$ cat src/design/hcf_pkg.sv
// Shared types, codes and helpers for the hex command frame handler.
// No dependencies.
package hcf_pkg;

   localparam logic [7:0] CHAR_START_IN  = 8'h3E;   // '>'
   localparam logic [7:0] CHAR_START_OUT = 8'h3C;   // '<'
   localparam logic [7:0] CHAR_CR        = 8'h0D;
   localparam logic [7:0] CHAR_LF        = 8'h0A;

   localparam logic [7:0] CODE_SPEED = 8'h00;
   localparam logic [7:0] CODE_DUTY  = 8'h01;
   localparam logic [7:0] CODE_BAD   = 8'h02;

   // only the first four stored characters are ever decoded
   localparam int DECODE_CHARS = 4;
   localparam int DECODE_IDX_W = 2;

   // reply word index width, longest reply is 13 words
   localparam int REPLY_IDX_W = 4;

   typedef enum logic [1:0] {
      REPLY_SPEED,   // '<' 00 + 8 digits + CRLF
      REPLY_DUTY,    // '<' 01 + 2 digits + CRLF
      REPLY_SHORT    // '<' XX + CRLF
   } reply_kind_type;

   localparam logic [REPLY_IDX_W-1:0] LAST_SPEED = 4'd12;
   localparam logic [REPLY_IDX_W-1:0] LAST_DUTY  = 4'd6;
   localparam logic [REPLY_IDX_W-1:0] LAST_SHORT = 4'd4;

   typedef struct packed {
      reply_kind_type kind;
      logic [7:0]     code;
      logic [31:0]    payload;   // speed, or duty in the low byte
      logic [7:0]     duty;      // duty register after the closing byte
      logic           set_duty;
   } reply_desc_type;

   // 0..15 for a hex digit, 16 otherwise
   function automatic logic [4:0] hex_value(input logic [7:0] c);
      logic [4:0] v;
      v = 5'd16;
      if (c >= 8'h30 && c <= 8'h39) v = {1'b0, 4'(c - 8'h30)};
      else if (c >= 8'h41 && c <= 8'h46) v = {1'b0, 4'(c - 8'h41 + 8'd10)};
      else if (c >= 8'h61 && c <= 8'h66) v = {1'b0, 4'(c - 8'h61 + 8'd10)};
      return v;
   endfunction

   function automatic logic [7:0] hex_char(input logic [3:0] nib);
      logic [7:0] c;
      if (nib < 4'd10) c = 8'h30 + {4'd0, nib};
      else c = 8'h41 + {4'd0, nib} - 8'd10;
      return c;
   endfunction

   function automatic logic [REPLY_IDX_W-1:0] last_index(input reply_kind_type kind);
      logic [REPLY_IDX_W-1:0] l;
      unique case (kind)
         REPLY_SPEED: l = LAST_SPEED;
         REPLY_DUTY:  l = LAST_DUTY;
         default:     l = LAST_SHORT;
      endcase
      return l;
   endfunction

endpackage

$ cat src/design/hcf_parser.sv
// Frame parser: frame state, stored characters, duty register and command decode.
// Depends on hcf_pkg.
module hcf_parser import hcf_pkg::*; #(
   parameter int FRAME_CHARS = 4
) (
   input  logic           clock,
   input  logic           reset,
   input  logic           accept,
   input  logic [7:0]     rx_char,
   input  logic [31:0]    fan_speed,
   output logic           reply_load,
   output reply_desc_type reply_desc
);

   localparam int CountWidth = $clog2(FRAME_CHARS + 1);

   logic                  in_frame_ff, in_frame_in;
   logic [CountWidth-1:0] count_ff, count_in;
   logic [7:0]            duty_ff, duty_in;
   logic [7:0]            chars_ff [DECODE_CHARS];
   logic                  store;

   logic [4:0] h0, h1, h2, h3;
   logic       cmd_ok, duty_ok, is_term;
   logic [7:0] cmd_val, duty_val;

   assign h0 = hex_value(chars_ff[0]);
   assign h1 = hex_value(chars_ff[1]);
   assign h2 = hex_value(chars_ff[2]);
   assign h3 = hex_value(chars_ff[3]);

   assign cmd_val  = {h0[3:0], h1[3:0]};
   assign duty_val = {h2[3:0], h3[3:0]};
   assign cmd_ok   = (count_ff >= CountWidth'(2)) && !h0[4] && !h1[4];
   assign duty_ok  = (count_ff >= CountWidth'(4)) && !h2[4] && !h3[4];
   assign is_term  = (rx_char == CHAR_CR) || (rx_char == CHAR_LF);

   always_comb begin
      in_frame_in = in_frame_ff;
      count_in    = count_ff;
      duty_in     = duty_ff;
      store       = 1'b0;
      reply_load  = 1'b0;
      if (accept) begin
         if (rx_char == CHAR_START_IN) begin
            in_frame_in = 1'b1;
            count_in    = '0;
         end else if (in_frame_ff) begin
            if (!is_term) begin
               if (count_ff >= CountWidth'(FRAME_CHARS)) begin
                  in_frame_in = 1'b0;   // overlong, drop silently
               end else begin
                  store    = (count_ff < CountWidth'(DECODE_CHARS));
                  count_in = count_ff + CountWidth'(1);
               end
            end else begin
               in_frame_in = 1'b0;
               reply_load  = 1'b1;
               if (cmd_ok && cmd_val == CODE_DUTY && duty_ok) duty_in = duty_val;
            end
         end
      end
   end

   always_comb begin
      reply_desc.duty     = duty_in;
      reply_desc.set_duty = 1'b0;
      reply_desc.payload  = fan_speed;
      reply_desc.code     = CODE_BAD;
      reply_desc.kind     = REPLY_SHORT;
      if (cmd_ok) begin
         if (cmd_val == CODE_SPEED) begin
            reply_desc.code = CODE_SPEED;
            reply_desc.kind = REPLY_SPEED;
         end else if (cmd_val == CODE_DUTY) begin
            if (duty_ok) begin
               reply_desc.code     = CODE_DUTY;
               reply_desc.kind     = REPLY_DUTY;
               reply_desc.set_duty = 1'b1;
               reply_desc.payload  = {24'd0, duty_val};
            end
         end else begin
            reply_desc.code = cmd_val;   // echo
         end
      end
   end

   always_ff @(posedge clock) begin
      if (reset) begin
         in_frame_ff <= 1'b0;
         count_ff    <= '0;
         duty_ff     <= '0;
      end else begin
         in_frame_ff <= in_frame_in;
         count_ff    <= count_in;
         duty_ff     <= duty_in;
      end
   end

   always_ff @(posedge clock) begin
      if (store) chars_ff[count_ff[DECODE_IDX_W-1:0]] <= rx_char;
   end

endmodule

$ cat src/design/hcf_reply.sv
// Reply serializer: holds one reply descriptor, emits a word per rsp_ready cycle.
// Depends on hcf_pkg.
module hcf_reply import hcf_pkg::*; (
   input  logic           clock,
   input  logic           reset,
   input  logic           reply_load,
   input  reply_desc_type reply_desc,
   output logic           busy,
   output logic           finishing,
   input  logic           rsp_ready,
   output logic [7:0]     tx_char,
   output logic           last_char,
   output logic           pwm_write,
   output logic [7:0]     pwm_duty
);

   logic                   busy_ff, busy_in;
   logic [REPLY_IDX_W-1:0] idx_ff, idx_in;
   reply_desc_type         desc_ff;
   logic [REPLY_IDX_W-1:0] last_idx, sel_full;
   logic [2:0]             sel;

   assign last_idx  = last_index(desc_ff.kind);
   assign last_char = (idx_ff == last_idx);
   assign busy      = busy_ff;
   assign finishing = busy_ff && last_char && rsp_ready;
   assign pwm_write = desc_ff.set_duty && (idx_ff == '0);
   assign pwm_duty  = desc_ff.duty;

   // payload digit, most significant first, ending two words before LF
   assign sel_full = last_idx - REPLY_IDX_W'(2) - idx_ff;
   assign sel      = sel_full[2:0];

   always_comb begin
      if (idx_ff == last_idx) tx_char = CHAR_LF;
      else if (idx_ff == last_idx - REPLY_IDX_W'(1)) tx_char = CHAR_CR;
      else if (idx_ff == REPLY_IDX_W'(0)) tx_char = CHAR_START_OUT;
      else if (idx_ff == REPLY_IDX_W'(1)) tx_char = hex_char(desc_ff.code[7:4]);
      else if (idx_ff == REPLY_IDX_W'(2)) tx_char = hex_char(desc_ff.code[3:0]);
      else tx_char = hex_char(desc_ff.payload[{sel, 2'b00} +: 4]);
   end

   always_comb begin
      busy_in = busy_ff;
      idx_in  = idx_ff;
      if (busy_ff && rsp_ready) begin
         if (last_char) busy_in = 1'b0;
         idx_in = idx_ff + REPLY_IDX_W'(1);
      end
      if (reply_load) begin
         busy_in = 1'b1;
         idx_in  = '0;
      end
   end

   always_ff @(posedge clock) begin
      if (reset) begin
         busy_ff <= 1'b0;
         idx_ff  <= '0;
      end else begin
         busy_ff <= busy_in;
         idx_ff  <= idx_in;
      end
   end

   always_ff @(posedge clock) begin
      if (reply_load) desc_ff <= reply_desc;
   end

endmodule

$ cat src/design/hex_command_frame_handler.sv
// Hex command frame handler for a fan controller serial link.
// Depends on hcf_pkg, hcf_parser, hcf_reply.
// Usage:
//   req_ channel: one received ASCII word per handshake, with the current fan
//   speed sample alongside. '>' opens a frame, CR or LF closes it.
//   rsp_ channel: reply words, '<' + hex fields + CRLF; rsp_last_char marks
//   the LF, rsp_pwm_write flags the first word of an accepted duty set, and
//   rsp_pwm_duty carries the applied duty.
// Timing:
//   Data words are taken one per cycle outside a reply; they only update
//   frame state. A closing word is decoded in the cycle it is accepted;
//   the first reply word is valid on the next cycle and the rest follow
//   one per cycle unless stalled (13 words for a speed read, 7 for a duty
//   set, 5 otherwise). req_ready is low while a reply is in flight; it
//   rises again in the cycle the LF is taken, so the next word can overlap
//   that handshake. A data word never lowers req_ready; a closing word
//   holds it low until the LF of its reply is taken.
// Reset: synchronous, closes any open frame, clears the duty to zero and
//   drops any pending reply. A stalled receiver simply holds the current
//   reply word and blocks further input.
module hex_command_frame_handler import hcf_pkg::*; #(
   parameter int FRAME_CHARS = 4
) (
   input  logic        clock,
   input  logic        reset,
   input  logic        req_valid,
   output logic        req_ready,
   input  logic [7:0]  req_rx_char,
   input  logic [31:0] req_fan_speed,
   output logic        rsp_valid,
   input  logic        rsp_ready,
   output logic [7:0]  rsp_tx_char,
   output logic        rsp_last_char,
   output logic        rsp_pwm_write,
   output logic [7:0]  rsp_pwm_duty
);

   logic           accept;
   logic           reply_load;
   reply_desc_type reply_desc;
   logic           busy, finishing;

   // input is blocked only while a reply is still being sent
   assign req_ready = !busy || finishing;
   assign accept    = req_valid && req_ready;
   assign rsp_valid = busy;

   hcf_parser #(
      .FRAME_CHARS(FRAME_CHARS)
   ) u_parser (
      .clock      (clock),
      .reset      (reset),
      .accept     (accept),
      .rx_char    (req_rx_char),
      .fan_speed  (req_fan_speed),
      .reply_load (reply_load),
      .reply_desc (reply_desc)
   );

   hcf_reply u_reply (
      .clock      (clock),
      .reset      (reset),
      .reply_load (reply_load),
      .reply_desc (reply_desc),
      .busy       (busy),
      .finishing  (finishing),
      .rsp_ready  (rsp_ready),
      .tx_char    (rsp_tx_char),
      .last_char  (rsp_last_char),
      .pwm_write  (rsp_pwm_write),
      .pwm_duty   (rsp_pwm_duty)
   );

endmodule

$ cat config.mk
export PLATFORM = sky130hd
export DESIGN_NAME = hex_command_frame_handler
export DESIGN_NICKNAME = d
export VERILOG_FILES = /design/src/design/hcf_pkg.sv /design/src/design/hcf_parser.sv /design/src/design/hcf_reply.sv /design/src/design/hex_command_frame_handler.sv
export SDC_FILE = /design/constraint.sdc
export NUM_CORES = 1
export LEC_CHECK = 0
export BUFFER_PORTS_ARGS = -buffer_cell sky130_fd_sc_hd__buf_2
export CAP_MARGIN = 25
export CORE_ASPECT_RATIO = 0.6
export CORE_MARGIN = 1.5
export CORE_UTILIZATION = 47
export DETAILED_ROUTE_END_ITERATION = 7
export GPL_ROUTABILITY_DRIVEN = 0
export PLACE_DENSITY = 0.66
export RECOVER_POWER = 100
export REMOVE_ABC_BUFFERS = 1
export SYNTH_ARGS = -nofsm -noshare
export SYNTH_HDL_FRONTEND = slang
export SYNTH_SLANG_ARGS = --single-unit
$ cat constraint.sdc
create_clock -name clock -period 3.65 [get_ports clock]
set_clock_uncertainty 0.1 [all_clocks]
set_input_delay 0.1825 -clock clock [delete_from_list [all_inputs] [get_ports clock]]
set_output_delay 0.1825 -clock clock [all_outputs]
set_load 0.01 [all_outputs]
==> flow_metrics.env, run 1 <==
export IMPL_status="finished, final reports clean"
export IMPL_irDropWorstVdd_v=0.000274
export IMPL_yosysWarnings=0
export IMPL_period_needed_ns=3.56
export IMPL_initial_core_util_pct=49.0
export IMPL_io_buffers=62
export IMPL_crit_fanout=8
export IMPL_cts_htree_levels=3
export IMPL_cts_made_buffers=9
export IMPL_ys_seq_area_share_pct=50.0
export IMPL_grt_pass1_wl_mm=18.5
export IMPL_dr_pass1_iters=4
export IMPL_grt_overflow_total=0
export IMPL_r2r_cells=10
export IMPL_ys_flop_type="edfxtp_1"
export IMPL_layoutNonFillerInstCount=700
export IMPL_cts_root_buffer="clkbuf_16"
export IMPL_final_cell_area_sq_um=6360
export IMPL_dp_hpwl_mm=9.00
export IMPL_ctsLongestPathBuffers=2
export IMPL_crit_required_ns=3.37
export IMPL_synth_top_cells_by_area="edfxtp_1, ha_1, dfxtp_1"
export IMPL_max_freq_ghz=0.281
export IMPL_async_flop_share_pct=0
export IMPL_path_cells="inv_1 > nand2_1 > ha_1 > inv_1 > ha_4 > mux4_2 > mux2i_2 > ha_1 > nor2b_1 > mux2i_1 > nand3_1 > a41oi_1 > buf_2"
export IMPL_synth_simple_area_share_pct=16.6
export IMPL_period_share_pct=97.4
export IMPL_place_area_sq_um=6090
export IMPL_cts_tree="yes"
export IMPL_antenna_found_initial=0
export IMPL_vias_per_cell=5.47
export IMPL_maxSlewHeadroom_pct=53.7
export IMPL_num_vias=3828
export IMPL_whs_endpoint="u_reply.desc_ff[12]"
export IMPL_power_density_nw_per_um2=351
export IMPL_cts_hold_buf=0
export IMPL_worst_path_stages=13
export IMPL_holdPathStages=2
export IMPL_setup_tns_ns=0
export IMPL_diodes=0
export IMPL_die_area_sq_um=12600
export IMPL_yosysMostFrequentCell="edfxtp_1"
export IMPL_grt_pass1_vias=3579
export IMPL_area_delta_synth_final_pct=13.6
export IMPL_grt_start_max_net_pins=34
export IMPL_synth_xor_area_share_pct=1.50
export IMPL_numClockSinks=99
export IMPL_cp_slowest_stage_delay_ns=0.44
export IMPL_drc=0
export IMPL_cp_start_kind="register"
export IMPL_r2r_start="u_reply.desc_ff[50]"
export IMPL_p_total_mw=2.24
export IMPL_path_buf_inv=3
export IMPL_avgSynthCellArea_sq_um=11.9
export IMPL_synth_cells=471
export IMPL_yosysUniqueCellTypes=71
export IMPL_synth_common_cells="edfxtp_1, ha_1, nor2_1, nor2b_1, inv_1"
export IMPL_synthAdderAreaFrac_pct=6.92
export IMPL_antenna_left=0
export IMPL_critPathArrivalTime_ns=3.27
export IMPL_netlist_area_sq_um=5600
export IMPL_synth_edf_count=82
export IMPL_crit_path_end_kind="output pin"
export IMPL_hp_class="in -> reg"
export IMPL_p_leak_nw=2.29
export IMPL_hold_violations=0
export IMPL_fp_row_count=30
export IMPL_fp_dieW_um=144
export IMPL_io_pins=64
export IMPL_clk_pin_slew_worst_paths_ns=0.07
export IMPL_synth_compound_area_share_pct=11.5
export IMPL_crit_family="adder cells"
export IMPL_wl_per_cell_um=17.1
export IMPL_clk_latency_ns=0.34
export IMPL_synth_top_family_by_area="simple AND/OR/NAND/NOR gates"
export IMPL_setup_viol=0
export IMPL_criticalPathCategory="reg -> out"
export IMPL_worstHoldStart="req_fan_speed[3]"
export IMPL_r2r_slack_ns=0.24
export IMPL_finalWirelength_mm=12.0
export IMPL_finalNetCount=610
export IMPL_netlist_area_leader_share_pct=43.9
export IMPL_drive_gt1_share_pct=18.7
export IMPL_core_sq_um=11400
export IMPL_r2r_end="u_parser.chars_ff[0][2]"
export IMPL_dp_cells=681
export IMPL_tightest_slew_ns=0.678
export IMPL_critical_path_slowest_cell="edfxtp_1"
export IMPL_ys_ff_latch=99
export IMPL_finalMaxSlewViolations=0
export IMPL_finish_utilization_pct=55.6
export IMPL_maxCapViolations=0
export IMPL_synth_area_leader_cell="edfxtp_1"
export IMPL_first_iter_violations=286
export IMPL_synthMuxAreaShare_pct=9.58
export IMPL_rsz0062_at_grt="yes"
export IMPL_grt_usage_pct=19.6
export IMPL_fp_dieH_um=87.6
routing by layer:
layer / share of wire (%) / GRT usage [%] / up-vias
met5: 0 / 0 / -
met4: 0.83 / 5.01 / 0
met3: 4.5 / 4.21 / 8
met2: 43 / 29.1 / 84
met1: 52 / 29.4 / 1856
li1: - / - / 1880
where the power goes:
part / internal (mW) / switching, mW / total, mW / leakage [nW]
clock: 0.554 / 0.410 / 0.964 / 0.147
combinational: 0.0283 / 0.0267 / 0.0550 / 1.26
sequential: 1.22 / 0.000110 / 1.22 / 0.876
total: 1.80 / 0.437 / 2.24 / 2.29
kinds of logic (layout without fill, tap and decap cells):
family / count (synthesis) / in the layout
simple gates: 161 / 161
mux: 40 / 40
xor+xnor: 8 / 8
buf+inv: 45 / 114
other cells: 1 / 1
fa+ha+maj: 31 / 31
compound gates: 86 / 86
flops: 99 / 99
sequential cells by signal, indices dropped and copies added, names as in the netlist:
register / flops
u_parser.chars_ff: 32
u_parser.count_ff: 3
u_parser.duty_ff: 8
u_parser.in_frame_ff: 1
u_reply.busy: 1
u_reply.desc_ff: 42
u_reply.idx_ff: 4
u_reply.pwm_duty: 8
metrics by stage:
step,hold WS [ns],setup slack [ns]
2_1_floorplan,0.152,-0.0262
3_3_place_gp,0.354,0.290
3_5_place_dp,0.357,0.195
4_1_cts,0.000362,0.0133
5_1_grt,0.00895,-0.0960
6_report,0.0209,0.0931
worst max path at each step:
stage	startpoint	to	slack, ns
final	u_reply.desc_ff[50]	rsp_tx_char[2]	0.09
after CTS	u_reply.desc_ff[50]	rsp_tx_char[2]	0.01
after floorplan	u_reply.desc_ff[50]	u_reply.pwm_duty[0]	-0.03
after global placement	u_reply.desc_ff[50]	rsp_tx_char[2]	0.29
after global routing	u_reply.desc_ff[50]	rsp_tx_char[2]	-0.1
after detailed placement	u_reply.desc_ff[50]	rsp_tx_char[2]	0.20
repair_timing:
action                                  in CTS  in global routing
endpoints found under the hold margin        0                  0
resized for setup                            5                  4
gates cloned                                 0                  0
endpoints found under the setup margin       4                  9
setup buffers                                0                  3
layout make-up:
class                           instances  area (sq um)
Clock inverter                          5          60.1
Fill cell                             947          5080
Clock buffer                           11           243
Sequential cell                        99          2800
Tap cell                              160           200
Timing Repair Buffer                   73           389
Inverter                               25          93.8
Multi-Input combinational cell        327          2570
cell usage in the layout, fill, tap and decap left out, types with 4 or more instances in the layout:
cell type / count
a211oi_1: 6
clkbuf_1: 25
mux2_1: 5
ha_1: 30
inv_1: 25
xnor2_1: 6
and2_1: 7
o21ai_0: 15
clkbuf_16: 9
nand3_1: 10
nor2_1: 29
buf_4: 7
nor3b_1: 5
nand2_1: 22
mux2_2: 15
nor4b_1: 5
mux2i_1: 9
mux4_2: 8
nand2b_1: 21
nor2b_1: 29
edfxtp_1: 82
o21bai_1: 4
dfxtp_1: 17
buf_2: 38
a21oi_1: 20
nor3_1: 13
No activity file was read; power rests on OpenSTA's default activity.
==> run 2, diff against run 1 <==
--- a/config.mk
+++ b/config.mk
@@ -14,7 +14,6 @@
 export GPL_ROUTABILITY_DRIVEN = 0
 export PLACE_DENSITY = 0.66
 export RECOVER_POWER = 100
-export REMOVE_ABC_BUFFERS = 1
 export SYNTH_ARGS = -nofsm -noshare
 export SYNTH_HDL_FRONTEND = slang
 export SYNTH_SLANG_ARGS = --single-unit
==> flow_metrics.env, run 2 (synthesis gave the netlist of run 1 again) <==
export IMPL_antenna_left=0
export IMPL_path_cells="inv_2 > nand2_1 > ha_4 > inv_1 > ha_4 > mux4_2 > mux2i_2 > buf_4 > o21ai_0 > a311o_1 > a41o_1 > buf_2"
export IMPL_criticalPathCategory="reg -> out"
export IMPL_hold_violations=0
export IMPL_clk_latency_ns=0.35
export IMPL_layoutNonFillerInstCount=706
export IMPL_final_common_cell="edfxtp_1"
export IMPL_fin_hold_ws_ns=0.0222
export IMPL_cts_tree="yes"
export IMPL_cts_htree_levels=3
export IMPL_p_leak_nw=2.32
export IMPL_dr_pass1_iters=5
export IMPL_wl_per_cell_um=17.4
export IMPL_status="finished, final reports clean"
export IMPL_crit_fanout=8
export IMPL_io_buffers=62
export IMPL_diodes=0
export IMPL_drc=0
export IMPL_rsz0062_at_grt="yes"
export IMPL_cp_slowest_stage_delay_ns=0.45
export IMPL_period_needed_ns=3.52
export IMPL_vias_per_cell=5.56
export IMPL_initial_core_util_pct=49.0
export IMPL_antenna_found_initial=0
export IMPL_finalNetCount=616
export IMPL_first_iter_violations=226
export IMPL_finalMaxSlewViolations=0
export IMPL_critical_path_slowest_cell="edfxtp_1"
export IMPL_crit_required_ns=3.37
export IMPL_largest_register="u_reply.desc_ff"
export IMPL_largest_reg_flops=42
export IMPL_p_total_mw=2.16
export IMPL_critPathArrivalTime_ns=3.24
export IMPL_crit_top_cell="ha_4"
export IMPL_io_pins=64
export IMPL_area_delta_synth_final_pct=15.1
export IMPL_crit_path_end_kind="output pin"
export IMPL_final_cell_mix="edfxtp_1, buf_2, nor2_1"
export IMPL_dp_hpwl_mm=9.20
export IMPL_filler_cell_count=961
export IMPL_core_sq_um=11400
export IMPL_num_vias=3922
export IMPL_grt_usage_pct=20.4
export IMPL_cts_root_buffer="clkbuf_16"
export IMPL_ctsLongestPathBuffers=2
export IMPL_setup_viol=0
export IMPL_drive_gt1_share_pct=22.7
export IMPL_grt_pass1_wl_mm=19.3
export IMPL_tightest_slew_ns=0.774
export IMPL_dp_cells=684
export IMPL_max_freq_ghz=0.284
export IMPL_maxCapViolations=0
export IMPL_fp_dieW_um=144
export IMPL_power_density_nw_per_um2=335
export IMPL_die_area_sq_um=12600
export IMPL_synthesis_nets=546
export IMPL_hp_class="in -> reg"
export IMPL_grt_overflow_total=0
export IMPL_maxSlewHeadroom_pct=48.0
export IMPL_irDropWorstVdd_v=0.000255
export IMPL_cts_made_buffers=9
export IMPL_clk_pin_slew_worst_paths_ns=0.07
export IMPL_cp_start_kind="register"
export IMPL_period_share_pct=96.5
export IMPL_fp_row_count=30
export IMPL_finalWirelength_mm=12.3
export IMPL_grt_pass1_vias=3730
export IMPL_grt_start_max_net_pins=29
export IMPL_setup_tns_ns=0
export IMPL_fp_dieH_um=87.6
export IMPL_numClockSinks=99
run 2: changes by cell type in the layout (fill, tap and decap cells not counted), moves of 2 or more:
| cell | delta |
|---|---|
| buf_2 | +6 |
| mux2_1 | -4 |
| mux2_4 | +3 |
| inv_2 | +2 |
| buf_4 | +7 |
| dlygate4sd3_1 | +2 |
| ha_1 | -2 |
| clkbuf_1 | -4 |
| nor3_1 | -2 |
| buf_12 | -2 |
| inv_1 | -2 |
run 2: cell type report:
| class | count | area, sq um | share of cell area, % |
|---|---|---|---|
| clock buffers | 11 | 233 | 3.61 |
| inverters | 25 | 93.8 | 1.46 |
| repair buffers | 79 | 417 | 6.46 |
| clock inverters | 5 | 38.8 | 0.601 |
| flip-flops and latches | 99 | 2800 | 43.5 |
| multi-input cells | 327 | 2660 | 41.3 |
| well taps | 160 | 200 | 3.10 |
run 2: power by group:
group          internal [mW]  switching [mW]  total [mW]
clock network          0.468           0.419       0.887
registers               1.22        0.000118        1.22
logic                 0.0300          0.0280      0.0580
total                   1.71           0.448        2.16
run 2: what timing repair did:
item | in CTS | in global routing
pin swaps | 0 | 3
hold buffers | 2 | 0
gates resized for setup | 5 | 11
buffers inserted | 0 | 4
endpoints found under the hold margin | 4 | 0
endpoints found under the setup margin | 3 | 4
run 2: worst paths after layout:
path / endpoint / start / depth (start not counted) / slack (ns)
worst min-delay path: u_reply.desc_ff[33] / req_fan_speed[24] / 2 / 0.02
worst min register to register: u_parser.duty_ff[2] / u_parser.duty_ff[2] / 2 / 0.38
worst max-delay path: rsp_tx_char[1] / u_reply.desc_ff[50] / 12 / 0.13
worst max register to register: u_reply.pwm_duty[0] / u_reply.desc_ff[50] / 11 / 0.26
run 2: worst max-delay path, delay by kind of cell (launching register included):
family / cells / cell delay [ns]
adder cells (fa/ha/maj): 2 / 0.63
flip-flops: 1 / 0.45
buffers and inverters: 4 / 0.50
multiplexers: 2 / 0.59
AO/OA/AOI/OAI: 3 / 0.64
AND/OR/NAND/NOR: 1 / 0.09
run 2: through the flow:
stage / instance area, sq um / setup WS, ns / utilization, %
finish: 6450 / 0.129 / 56.3
global placement: 6070 / 0.289 / 53.0
detailed placement: 6070 / 0.164 / 53.0
floorplan: 5600 / 0.0841 / -
CTS: 6390 / 0.0259 / 55.8
global route: 6450 / -0.0283 / 56.3
run 2: per-layer routing:
layer	share of wire (%)	track usage, %	routed length, um
met4	0.71	4.45	87
met3	5.5	3.88	674
met5	0	0	0
met2	43	29.9	5240
met1	51	31.4	6300
==> run 3, diff against run 2 <==
--- a/config.mk
+++ b/config.mk
@@ -5,6 +5,7 @@
 export SDC_FILE = /design/constraint.sdc
 export NUM_CORES = 1
 export LEC_CHECK = 0
+export ABC_AREA = 1
 export BUFFER_PORTS_ARGS = -buffer_cell sky130_fd_sc_hd__buf_2
 export CAP_MARGIN = 25
 export CORE_ASPECT_RATIO = 0.6
==> constraint.sdc (replaced) <==
create_clock -name clock -period 3.65 [get_ports clock]
set_clock_uncertainty 0.1 [all_clocks]
set_input_delay 0.1825 -clock clock [delete_from_list [all_inputs] [get_ports clock]]
set_output_delay 0.1825 -clock clock [all_outputs]
set_load 0.005 [all_outputs]
==> flow_metrics.env, run 3 <==
export IMPL_status="finished, final reports clean"
export IMPL_period_share_pct=91.9
export IMPL_dr_pass1_iters=5
export IMPL_criticalPathCategory="reg -> reg"
export IMPL_r2r_start="u_parser.chars_ff[1][0]"
export IMPL_synth_edf_count=82
export IMPL_clk_pin_slew_worst_paths_ns=0.07
export IMPL_core_sq_um=12300
export IMPL_r2r_end="u_reply.pwm_duty[7]"
export IMPL_irDropWorstVdd_v=0.000240
export IMPL_async_flop_share_pct=0
export IMPL_r2r_cells=11
export IMPL_final_cell_mix="nand2_1, inv_1, edfxtp_1"
export IMPL_antenna_left=0
export IMPL_synth_cells=740
export IMPL_dp_hpwl_mm=9.92
export IMPL_area_delta_synth_final_pct=10.9
export IMPL_finalNetCount=874
export IMPL_synth_common_cells="nand2_1, inv_1, edfxtp_1, nor2_1, nand3_1"
export IMPL_fp_dieH_um=90.6
export IMPL_ctsLongestPathBuffers=2
export IMPL_ys_flop_type="edfxtp_1"
export IMPL_filler_cell_count=1167
export IMPL_io_pins=64
export IMPL_fp_row_count=31
export IMPL_grt_pass1_vias=4462
export IMPL_initial_core_util_pct=49.0
export IMPL_synth_area_leader_cell="edfxtp_1"
export IMPL_cts_tree="yes"
export IMPL_yosysWarnings=0
export IMPL_synth_top_cells_by_area="edfxtp_1, nand2_1, inv_1"
export IMPL_final_cell_area_sq_um=6670
export IMPL_avgSynthCellArea_sq_um=8.12
export IMPL_cts_htree_levels=3
export IMPL_period_needed_ns=3.35
export IMPL_crit_fanout=11
export IMPL_largest_register="u_reply.desc_ff"
export IMPL_setup_viol=0
export IMPL_finalWirelength_mm=13.2
export IMPL_grt_start_max_net_pins=51
export IMPL_synthesis_nets=815
export IMPL_diodes=0
export IMPL_drc=0
export IMPL_hold_violations=0
export IMPL_grt_pass1_wl_mm=21.5
export IMPL_antenna_found_initial=0
export IMPL_netlist_area_sq_um=6010
export IMPL_first_iter_violations=365
export IMPL_hp_class="in -> reg"
export IMPL_vias_per_cell=5.05
export IMPL_fp_dieW_um=149
export IMPL_wl_per_cell_um=13.7
export IMPL_max_freq_ghz=0.298
export IMPL_cp_endpoint="u_reply.pwm_duty[7]"
export IMPL_die_area_sq_um=13500
export IMPL_numClockSinks=99
export IMPL_largest_reg_flops=42
export IMPL_yosysMostFrequentCell="nand2_1"
export IMPL_grt_usage_pct=20.4
export IMPL_fin_hold_ws_ns=0.0358
export IMPL_power_density_nw_per_um2=339
export IMPL_p_leak_nw=3.15
export IMPL_ys_seq_area_share_pct=46.6
export IMPL_drive_gt1_share_pct=12.7
export IMPL_r2r_slack_ns=0.30
export IMPL_num_vias=4892
export IMPL_maxCapViolations=0
export IMPL_final_common_cell="nand2_1"
export IMPL_crit_path_end_kind="register"
export IMPL_cp_start_kind="register"
export IMPL_netlist_area_leader_share_pct=41.0
export IMPL_ys_ff_latch=99
export IMPL_tightest_slew_ns=1.29
export IMPL_clk_latency_ns=0.34
export IMPL_grt_overflow_total=0
export IMPL_yosysUniqueCellTypes=42
export IMPL_maxSlewHeadroom_pct=14.2
export IMPL_cts_made_buffers=9
export IMPL_io_buffers=62
export IMPL_finalMaxSlewViolations=0
export IMPL_crit_required_ns=3.65
export IMPL_cts_root_buffer="clkbuf_16"
export IMPL_place_area_sq_um=6390
export IMPL_critPathArrivalTime_ns=3.36
export IMPL_crit_start="u_parser.chars_ff[1][0]"
run 3: changes by cell type after synthesis, moves of 11 or more:
cell      change
o21ai_0      +22
mux2_2       -16
nor2_1       +36
nand4_1      +13
nand2_1     +196
nand3_1      +31
nand2b_1     -21
nor2b_1      -29
inv_1        +94
nor2_2       +21
mux2i_1      -11
run 3: layer usage:
layer / vias up / routed length (um) / track usage, %
li1: 2466 / - / -
met1: 2250 / 6560 / 30.6
met2: 162 / 5570 / 29.9
met3: 14 / 959 / 4.44
met4: 0 / 132 / 4.37
met5: - / 0 / 0
run 3: how the worst min path moves through the flow:
stage                                  from                 endpoint  slack [ns]  depth (start not counted)
after global routing      req_fan_speed[14]      u_reply.desc_ff[23]        0.05                          3
after floorplan              req_rx_char[0]  u_parser.chars_ff[0][0]        0.18                          0
after CTS                    req_rx_char[5]  u_parser.chars_ff[1][5]       0.009                          1
final                     req_fan_speed[28]      u_reply.desc_ff[37]        0.04                          3
after global placement       req_rx_char[6]  u_parser.chars_ff[2][6]        0.34                          1
after detailed placement     req_rx_char[7]  u_parser.chars_ff[2][7]        0.34                          1
run 3: worst max-delay path, stage by stage, from the launching register on:
cell,delay [ns]
edfxtp_1,0.47
inv_1,0.16
ha_1,0.20
o21ai_2,0.06
nand2_2,0.07
nand2_1,0.22
nand2_4,0.18
nand3_1,0.35
nor3_1,0.86
nand4_1,0.25
nand2_1,0.16
inv_1,0.05
run 3: repair_timing:
item                                   in CTS  in global routing
hold buffers                                2                  0
setup endpoints to repair                   0                  5
setup buffers                               0                  4
endpoints found under the hold margin       8                  0
resized for setup                           0                  7
run 3: through the flow:
step                TNS (ns)  power, mW  std cells  setup slack, ns  utilization [%]
floorplan                  0       1.28        740            0.641                -
global placement           0       1.31        947            0.654             52.1
detailed placement         0       1.31        947            0.486             52.1
CTS                        0       2.28        965            0.118             54.8
global route         -0.0467       2.32        969          -0.0199             54.4
finish                     0       2.26        969            0.295             54.4
run 3: layout make-up:
| cell class | count | area [sq um] | share of cell area (%) |
|---|---|---|---|
| Clock buffer | 11 | 243 | 3.64 |
| Clock inverter | 5 | 60.1 | 0.901 |
| Inverter | 123 | 465 | 6.98 |
| Multi-Input combinational cell | 496 | 2530 | 38.0 |
| Sequential cell | 99 | 2800 | 42.0 |
| Tap cell | 165 | 206 | 3.10 |
| Timing Repair Buffer | 70 | 359 | 5.39 |
run 3: cell families after synthesis:
family                     count (synthesis)  synth area share (%)
and+or+nand+nor                          394                  30.1
buffers and inverters                    145                  10.4
DFF                                       99                  46.6
AOI/OAI and AO/OA                         67                  5.87
adders and majority gates                 31                  6.45
xor gates and xnor gates                   2                 0.291
other                                      1                0.0624
muxes                                      1                 0.167
run 3: where the power goes:
part | switching (mW) | internal, mW
combinational | 0.0401 | 0.0298
clock | 0.416 | 0.555
sequential | 0.000114 | 1.22
total | 0.457 | 1.80
